## config.mk

```make
export PLATFORM = sky130hd
export DESIGN_NAME = dsnt_count_table
export DESIGN_NICKNAME = d
export VERILOG_FILES = /design/src/sv/dsnt_pkg.sv /design/src/sv/dsnt_count_table.sv
export SDC_FILE = /design/constraint.sdc
export NUM_CORES = 1
export LEC_CHECK = 0
export BUFFER_PORTS_ARGS = -buffer_cell sky130_fd_sc_hd__buf_2
export CAP_MARGIN = 30
export CORE_ASPECT_RATIO = 2
export CORE_UTILIZATION = 50
export CTS_BUF_LIST = sky130_fd_sc_hd__clkbuf_2 sky130_fd_sc_hd__clkbuf_4 sky130_fd_sc_hd__clkbuf_8
export CTS_CLUSTER_SIZE = 16
export DETAILED_ROUTE_END_ITERATION = 8
export GPL_TIMING_DRIVEN = 1
export PLACE_DENSITY = 0.72
export REMOVE_ABC_BUFFERS = 1
export SYNTH_ARGS = -nofsm -noshare
export SYNTH_HDL_FRONTEND = slang
export SYNTH_SLANG_ARGS = --single-unit
export TNS_END_PERCENT = 50
```

## constraint.sdc

```tcl
create_clock -name clk -period 3.11 [get_ports clk]
set_input_delay 0.311 -clock clk [delete_from_list [all_inputs] [get_ports clk]]
set_output_delay 0.311 -clock clk [all_outputs]
set_load 0.02 [all_outputs]
```

## src/sv/dsnt_pkg.sv

```systemverilog
// dsnt_pkg: shared types, sizes and codes for the distance sorted neighbour table
// no dependencies

package dsnt_pkg;

  localparam int PARTICLES = 256;
  localparam int SLOTS     = 16;

  localparam int PART_W  = $clog2(PARTICLES);
  localparam int SLOT_W  = $clog2(SLOTS);
  localparam int CNT_W   = $clog2(SLOTS + 1);
  localparam int ENT_AW  = PART_W + SLOT_W;
  localparam int ENT_DEPTH = 1 << ENT_AW;

  typedef logic [PART_W-1:0] part_idx_t;
  typedef logic [SLOT_W-1:0] slot_idx_t;
  typedef logic [CNT_W-1:0]  cnt_t;
  typedef logic [ENT_AW-1:0] ent_addr_t;

  typedef logic [3:0] slot_f_t;
  typedef logic [4:0] cnt_f_t;

  localparam logic [1:0] CMD_INSERT = 2'd0;
  localparam logic [1:0] CMD_CLEAR  = 2'd1;
  localparam logic [1:0] CMD_READ   = 2'd2;

  localparam logic [1:0] ST_OK    = 2'd0;
  localparam logic [1:0] ST_FULL  = 2'd1;
  localparam logic [1:0] ST_RANGE = 2'd2;

  typedef struct packed {
    logic [1:0]         cmd;
    logic [7:0]         particle;
    logic [7:0]         neighbour;
    logic signed [15:0] dx;
    logic signed [15:0] dy;
    logic signed [15:0] dz;
    logic [31:0]        sq_dist;
    logic [3:0]         read_slot;
  } req_t;

  typedef struct packed {
    logic [1:0]         status;
    logic [3:0]         slot;
    logic [4:0]         count;
    logic [7:0]         out_neighbour;
    logic signed [15:0] out_dx;
    logic signed [15:0] out_dy;
    logic signed [15:0] out_dz;
    logic [31:0]        out_sq_dist;
  } rsp_t;

  typedef struct packed {
    logic [7:0]         neighbour;
    logic signed [15:0] dx;
    logic signed [15:0] dy;
    logic signed [15:0] dz;
    logic [31:0]        sq_dist;
  } entry_t;

  typedef struct packed {
    logic      rd_en;
    part_idx_t rd_addr;
    logic      wr_en;
    part_idx_t wr_addr;
    cnt_t      wr_data;
  } cnt_req_t;

endpackage

```

## src/sv/dsnt_count_table.sv

```systemverilog
// dsnt_count_table: per-particle list count memory with a registered read port
// invalid entries read as zero; depends on dsnt_pkg

module dsnt_count_table (
  input  logic                clk,
  input  logic                rst_n,
  input  dsnt_pkg::cnt_req_t  req,
  output dsnt_pkg::cnt_t      rd_cnt
);

  dsnt_pkg::cnt_t              mem [dsnt_pkg::PARTICLES];
  logic [dsnt_pkg::PARTICLES-1:0] valid_r;
  dsnt_pkg::cnt_t              rd_data_r;
  logic                        rd_valid_r;

  always_ff @(posedge clk) begin
    if (req.wr_en) begin
      mem[req.wr_addr] <= req.wr_data;
    end
    if (req.rd_en) begin
      rd_data_r  <= mem[req.rd_addr];
      rd_valid_r <= valid_r[req.rd_addr];
    end
  end

  always_ff @(posedge clk) begin
    if (!rst_n) begin
      valid_r <= '0;
    end else if (req.wr_en) begin
      valid_r[req.wr_addr] <= 1'b1;
    end
  end

  assign rd_cnt = rd_valid_r ? rd_data_r : '0;

endmodule

```

After elaboration in Yosys (flattened, before gate mapping)
Memory sizes are Yosys's and may differ from the RTL's. A register that Yosys moved wholly into a read port is not among the register bits.
Index checks and enable logic that the tools add are counted.
Word-level totals
  memories kept: 1
  memory bits (writable): 1280
  input bits: 25
  word-level logic and storage cells: 15
  output and inout bits: 5
  bits in registers: 257
Memory list
  mem: depth 256, width 5, rd ports 1, clocked after memory_dff 1, wr ports 1, line dsnt_count_table.sv:11  | dsnt_pkg::cnt_t mem [dsnt_pkg::PARTICLES];
Operators by class
  bitwise gates (word level): 1
  order comparisons: 3
  multiplexer cells: 7
  reduce and logical (&&, ||, !) cells: 1
Operators by type and width (number)
  OR 256 bit: 1
  less-than comparator 8 x 9 -> 1 bit (second input constant): 2
  binary-select mux 1 bit (select 8 bit): 1
  demux 1 bit (select 8 bit): 1
  greater-or-equal comparator 8 x 1 -> 1 bit (second input constant): 1
  2-to-1 mux 5 bit: 1
  2-to-1 mux 1 bit: 4
  logical AND 1 bit: 1

Longest topological paths before layout
Gate-level depths: netlist (run 1).
  depth after elaboration: 5
  mapped depth: 12
  depth with buffers taken out: 6

Worst setup path before layout (run 1)
OpenSTA, ideal clock, no wires.
  kind: input-to-reg
  from: in req[14] in the netlist's numbering
  to: reg rd_data_r[3] (read register of mem), data pin
  stages on the path: 10
  arrival time: 2244 ps
  buffers on the path: 4
  setup time: 259 ps
  data required time: 2851 ps
  setup slack: 607 ps
  path through: buf_6 > buf_4 > buf_2 > buf_4 > mux2i_1 > o221ai_1 > a21oi_1 > a21oi_1 > or3_1 > a211o_1
RTL lines
  from (decl): line dsnt_count_table.sv:7  | input dsnt_pkg::cnt_req_t req,
  to (decl): line dsnt_count_table.sv:13  | dsnt_pkg::cnt_t rd_data_r;

==> flow_summary.ini, run 1 <==
[clocking]
ctsResizeCount = 0
cts_buffers = 190
cts_root_buf = clkbuf_8
htree_levels = 4
cts_hold_buffers = 5
clock_latency_ns = 0.89
cts_num_sinks = 1542
postCtsSetupRepairBufs = 0
cts_tree = done
clkTransAtPathRegs_ns = 0.07
clk_path_buf_depth = 3

[layout]
layout_common_cells = 1286 x edfxtp_1, 331 x mux4_2, 290 x nor2_1, 259 x o21a_1, 256 x dfxtp_1
layout_commonest_cell = edfxtp_1
area_growth_pct = 13.9
layout-drive-gt1-share_pct = 27.4
nets = 3585
nFillCells = 8640

[yosys]
async_flop_share_pct = 0
ys.flop_type = edfxtp_1
synth_top_area_share_pct = 64.7
yosysSeqAreaShare_pct = 73.3
syn_inst = 3257
yosys.cell_types.count = 51
synth_warnings = 0
synth_seq_cells = 1542
yosysTopAreaCell = edfxtp_1
syn_area_um2 = 59700
synth_area_leaders = edfxtp_1 65%, mux4_2 12%, dfxtp_1 8.6%
synth-edff-count = 1286
syn_avg_cell_area_um2 = 18.3

[pwr]
peakVddDrop_uv = 571
power_density_nw_per_um2 = 601
finalPower_mw = 40.9
p_leak_nw = 22.1

[global_routing]
grt_usage_pct = 26.3
grt_pass1_wl_um = 227000
busiest_layer = met2
grt_max_degree = 121
use_met2_pct = 47.4
gr-usage-met3_pct = 4.41
overflow = 0
use_met1_pct = 27.1
antenna_found_initial = 8
grt_pass1_vias = 34089

[timing]
fin_crit_ns = 2.83
slew_headroom_pct = 34.8
hold_violations = 0
period_share_pct = 90.9
final.setup.tns_ns = 0
maxSlewViolCount = 0
worstMarginPinSlew_ns = 0.977
skew_ns = 0.0446
rsz0062_at_grt = false
fmax_ghz = 0.354
fin_ws_ns = 0.284
setup_viol = 0

[placement]
hpwl_um = 106000
place_ws_ns = -0.360
gp_congestion = 0.919
port_buffers = 29

[min_path]
hp-class = input port to flop
min_from = req[4]

[routing]
wl_um = 156000
vias_per_cell = 6.23
drt-pass1-iter-count = 7
num_vias = 32811
drt_iter0_drc = 3036
drc = 0
wl_per_cell_um = 29.7
antenna_left = 0

[critical_path]
slowest_stage = nor4_1
crit_arrival_ns = 3.45
r2r_start = mem[161][2]
critical_path_class = flop to flop
crit_chain = mux4_2 > a22oi_1 > a21oi_1 > nor4_1 > buf_4 > a41o_1 > o221ai_1
crit_required_ns = 3.73
crit_fanout = 1
cp-end-kind = flop
start_kind = flop
startpoint = mem[161][2]
slowest_delay_ns = 0.79

[floorplan]
fp.dieW_um = 246
dieHeight_um = 491
core_um2 = 118000
die_area_um2 = 121000
start_util_pct = 50.5
top_level_ports = 30
rows = 178

[run]
maxCapViolCount = 0

[run_status]
status = finished, final reports clean
==> layout make-up <==
| class | count | area (µm²) | area share, % |
|---|---|---|---|
| Antenna cell | 10 | 25.0 | 0.0368 |
| Timing Repair Buffer | 321 | 2960 | 4.36 |
| Inverter | 5 | 18.8 | 0.0276 |
| Sequential cell | 1542 | 43700 | 64.4 |
| Clock inverter | 84 | 956 | 1.41 |
| Multi-Input combinational cell | 1500 | 14900 | 21.9 |
| Tap cell | 1530 | 1910 | 2.82 |
| Clock buffer | 275 | 3450 | 5.07 |
==> metal layers <==
metal / vias to the layer above / wire (µm)
li1: 13795 / -
met2: 1506 / 83900
met3: 508 / 10600
met1: 16998 / 49100
met5: - / 26
met4: 4 / 12800
==> sequential cells by signal (all words and copies together) (netlist names) <==
signal,count
valid_r,256
mem,1280
rd_data_r,5
rd_valid_r,1
==> Yosys cell counts, types with 6 or more instances <==
cell      number
edfxtp_1    1286
mux4_2       331
nor2_1       291
o21a_1       259
dfxtp_1      256
clkbuf_1     126
mux2i_1      107
a22oi_1       79
nand2_1       73
a21oi_1       45
nand3_1       45
o21ai_0       34
buf_4         32
buf_2         29
o221ai_1      28
o22ai_1       23
mux2_2        21
nor2b_1       19
and2_1        16
nor3_1        16
a221oi_1      14
a211oi_1      12
buf_6         12
buf_1         10
nor4_1         9
a32oi_1        8
nand4_1        8
a41oi_1        7
o211ai_1       6
==> per-stage QoR <==
step / hold WS (ns) / cell area, µm² / utilization (%) / std cells
detailed placement: 0.448 / 63500 / 53.8 / 4893
global placement: 0.441 / 63500 / 53.8 / 4893
floorplan: 0.410 / 58600 / - / 3047
finish: 0.0515 / 67900 / 57.6 / 5267
global route: 0.0924 / 67900 / 57.5 / 5258
CTS: 0.0609 / 67900 / 57.5 / 5257
==> critical path, delay by kind of cell, from the launching register on <==
kind | cells | cell delay [ns]
compound gates | 4 | 0.64
buf+inv | 1 | 0.23
flops | 1 | 0.40
mux | 1 | 0.50
simple gates | 1 | 0.79
==> logic make-up (layout without fill, tap and decap cells) <==
| group | count (synthesis) | in the layout | share of synthesized area [%] |
|---|---|---|---|
| AOI/OAI and AO/OA | 537 | 537 | 6.54 |
| buffers and inverters | 215 | 685 | 1.78 |
| DFF | 1542 | 1542 | 73.3 |
| muxes | 459 | 459 | 14.7 |
| other | 0 | 10 | 0 |
| and+or+nand+nor | 504 | 504 | 3.68 |
==> power by group <==
part	leakage, nW	internal, mW	total, mW	switching [mW]
Combinational	6.21	0.817	2.23	1.41
Clock	2.31	8.86	16.2	7.36
Sequential	13.6	22.4	22.4	0.0183
Total	22.1	32.1	40.9	8.79
==> final timing paths <==
kind,to,slack [ns],depth (start not counted)
setup / recovery,rd_data_r[2],0.28,7
hold reg to reg,valid_r[226],0.46,1
setup reg to reg,rd_data_r[2],0.28,7
hold / removal,mem[77][4],0.05,1
No activity file was read; power rests on OpenSTA's default activity.
==> inputs of run 2 (changes only) <==
Settings changed: CAP_MARGIN 30 to not set, PLACE_DENSITY 0.72 to 0.75.
Clock period 3.11 ns to 2.51 ns, I/O delays scaled along.
==> run 2 against run 1 <==
  * The run now ends with negative setup slack left
  * Flip-flop and latch count stayed put
  * First-iteration DRC count up 14%
  * Sequential power grew 24%
  * Critical path depth did not move
  * Clock power grew 17%
  * Worst setup slack worse by 0.34 ns
  * Worst hold slack better by 0.030 ns
  * Clock-buffer cell count rose by 13
  * Register-to-register slack lost 0.34 ns
  * Critical endpoint is now rd_data_r[1]
  * Largest power group unchanged
==> flow_summary.ini, run 2 (synthesis gave the netlist of run 1 again) <==
[run_status]
status = finished with violations
violations = negative setup slack

[critical_path]
crit_required_ns = 3.12
crit_arrival_ns = 3.18
critical_path_class = flop to flop
cp-end-kind = flop
r2r_setup_slack_ns = -0.06
r2r_end = rd_data_r[1]
r2r_start = mem[155][1]
reg2reg_depth = 7
crit_fanout = 1
start_kind = flop

[timing]
maxSlewViolCount = 0
rsz0062_at_grt = true
worstMarginPinSlew_ns = 0.823
slew_headroom_pct = 45.1
hold_violations = 0
setup_viol = 1
fmax_ghz = 0.389
period_share_pct = 102
skew_ns = 0.0558
fin_ws_ns = -0.0606
fin_crit_ns = 2.57

[floorplan]
die_area_um2 = 121000
fp.dieW_um = 246
top_level_ports = 30
rows = 178
dieHeight_um = 491
core_um2 = 118000
start_util_pct = 50.5

[min_path]
hp-class = input port to flop
holdPathStages = 1
holdPathEnd = mem[128][2]
min_from = req[2]

[placement]
hpwl_um = 114000
port_buffers = 29
gp_congestion = 0.934
dp.cells = 5192
place_area_um2 = 65900

[routing]
antenna_left = 0
drt-pass1-iter-count = 5
num_vias = 34445
wl_um = 163000
wl_per_cell_um = 29.3
drt_iter0_drc = 3472
drc = 0
vias_per_cell = 6.19

[layout]
reg_top3 = mem (1280), valid_r (256), rd_data_r (5)
fin_area_um2 = 70200
layout_common_cells = 1286 x edfxtp_1, 530 x buf_4, 331 x mux4_2, 290 x nor2_1, 259 x o21a_1
fin_cells = 5565
largest_register_ffs = 1280
area_growth_pct = 17.6
nFillCells = 8316
layout_commonest_cell = edfxtp_1
layout-drive-gt1-share_pct = 32.9
top_register = mem
nets = 3886

[global_routing]
grt_pass1_wl_um = 237000
grt_usage_pct = 27.5
overflow = 0
grt_max_degree = 87
antenna_found_initial = 9
grt_pass1_vias = 36177

[clocking]
cts_buffers = 189
htree_levels = 4
clkTransAtPathRegs_ns = 0.08
postCtsSetupRepairBufs = 0
clk_path_buf_depth = 3
cts_tree = done
cts_num_sinks = 1542
clock_latency_ns = 0.89
cts_root_buf = clkbuf_8

[pwr]
sw_frac_of_total_pct = 22.0
p_leak_nw = 23.6
peakVddDrop_uv = 433
power.share.clock_pct = 38.1
pwr-share-comb_pct = 6.1
power_density_nw_per_um2 = 709
intPower_mw = 38.8
power_frac_seq_pct = 55.8
p_sw_mw = 10.9

[run]
maxCapViolCount = 0
==> run 2: changes by cell type in the layout (fill, tap and decap cells not counted), moves of 7 or more <==
cell / before / now
clkbuf_8: 226 / 219
buf_4: 245 / 530
buf_12: 43 / 57
clkbuf_4: 54 / 74
bufinv_16: 20 / 9
==> run 2: per-stage QoR <==
stage	utilization, %	setup WS (ns)	TNS [ns]	hold WS [ns]	total power [mW]
2_1_floorplan	-	0.139	0	0.350	29.3
3_3_place_gp	55.8	-1.02	-4.37	0.440	31.2
3_5_place_dp	55.8	-0.974	-4.41	0.447	31.3
4_1_cts	59.4	-0.0269	-0.0269	0.0337	49.9
5_1_grt	59.4	-0.0744	-0.167	0.0834	51.0
6_report	59.4	-0.0606	-0.0606	0.0817	49.8
==> run 2: timing repair <==
| item | CTS | global route |
|---|---|---|
| hold buffers | 8 | 0 |
| gates resized for setup | 8 | 5 |
| endpoints found under the setup margin | 4 | 5 |
| pin swaps | 0 | 2 |
| cloned | 0 | 0 |
| hold endpoints to repair | 294 | 0 |
==> run 2: final cells by class <==
type | instances | area [µm²] | area share [%]
antenna | 6 | 15.0 | 0.0214
clock buffer | 288 | 3500 | 4.99
clock inverter | 71 | 609 | 0.868
inverter | 5 | 18.8 | 0.0267
multi-input combinational | 1500 | 15000 | 21.3
sequential | 1542 | 43700 | 62.3
tap | 1530 | 1910 | 2.73
timing repair buffer | 623 | 5410 | 7.72
==> run 2: worst max-delay path by stage <==
stage,start,slack (ns),cells after the start,end
2_1_floorplan,req[17],0.14,5,rd_data_r[3]
6_report,mem[155][1],-0.06,7,rd_data_r[1]
5_1_grt,mem[155][1],-0.07,7,rd_data_r[1]
3_3_place_gp,req[14],-1.02,10,rd_valid_r
4_1_cts,mem[143][2],-0.03,7,rd_data_r[2]
3_5_place_dp,req[14],-0.97,10,rd_valid_r
==> run 2: power by group through the flow <==
stage	clock network, mW	registers, mW	logic [mW]
finish	19.0	27.8	3.03
global route	20.1	27.7	3.12
CTS	19.2	27.8	2.99
detailed placement	0	28.3	2.96
global placement	0	28.3	2.91
floorplan	0	28.3	0.965
==> run 2: metal layers <==
layer | GRT usage [%] | wire length (µm)
met5 | 0.123 | 20
met4 | 22.5 | 15300
met3 | 4.64 | 11900
met2 | 48.3 | 85800
met1 | 28.3 | 50300
==> run 2: worst max-delay path, stage by stage (launching register included) <==
cell and delay [ns]:
edfxtp_1 0.39, mux4_2 0.49, a22oi_2 0.21, a41oi_2 0.25, nor4_4 0.50, buf_4 0.18, a41o_1 0.15, o221ai_1 0.13
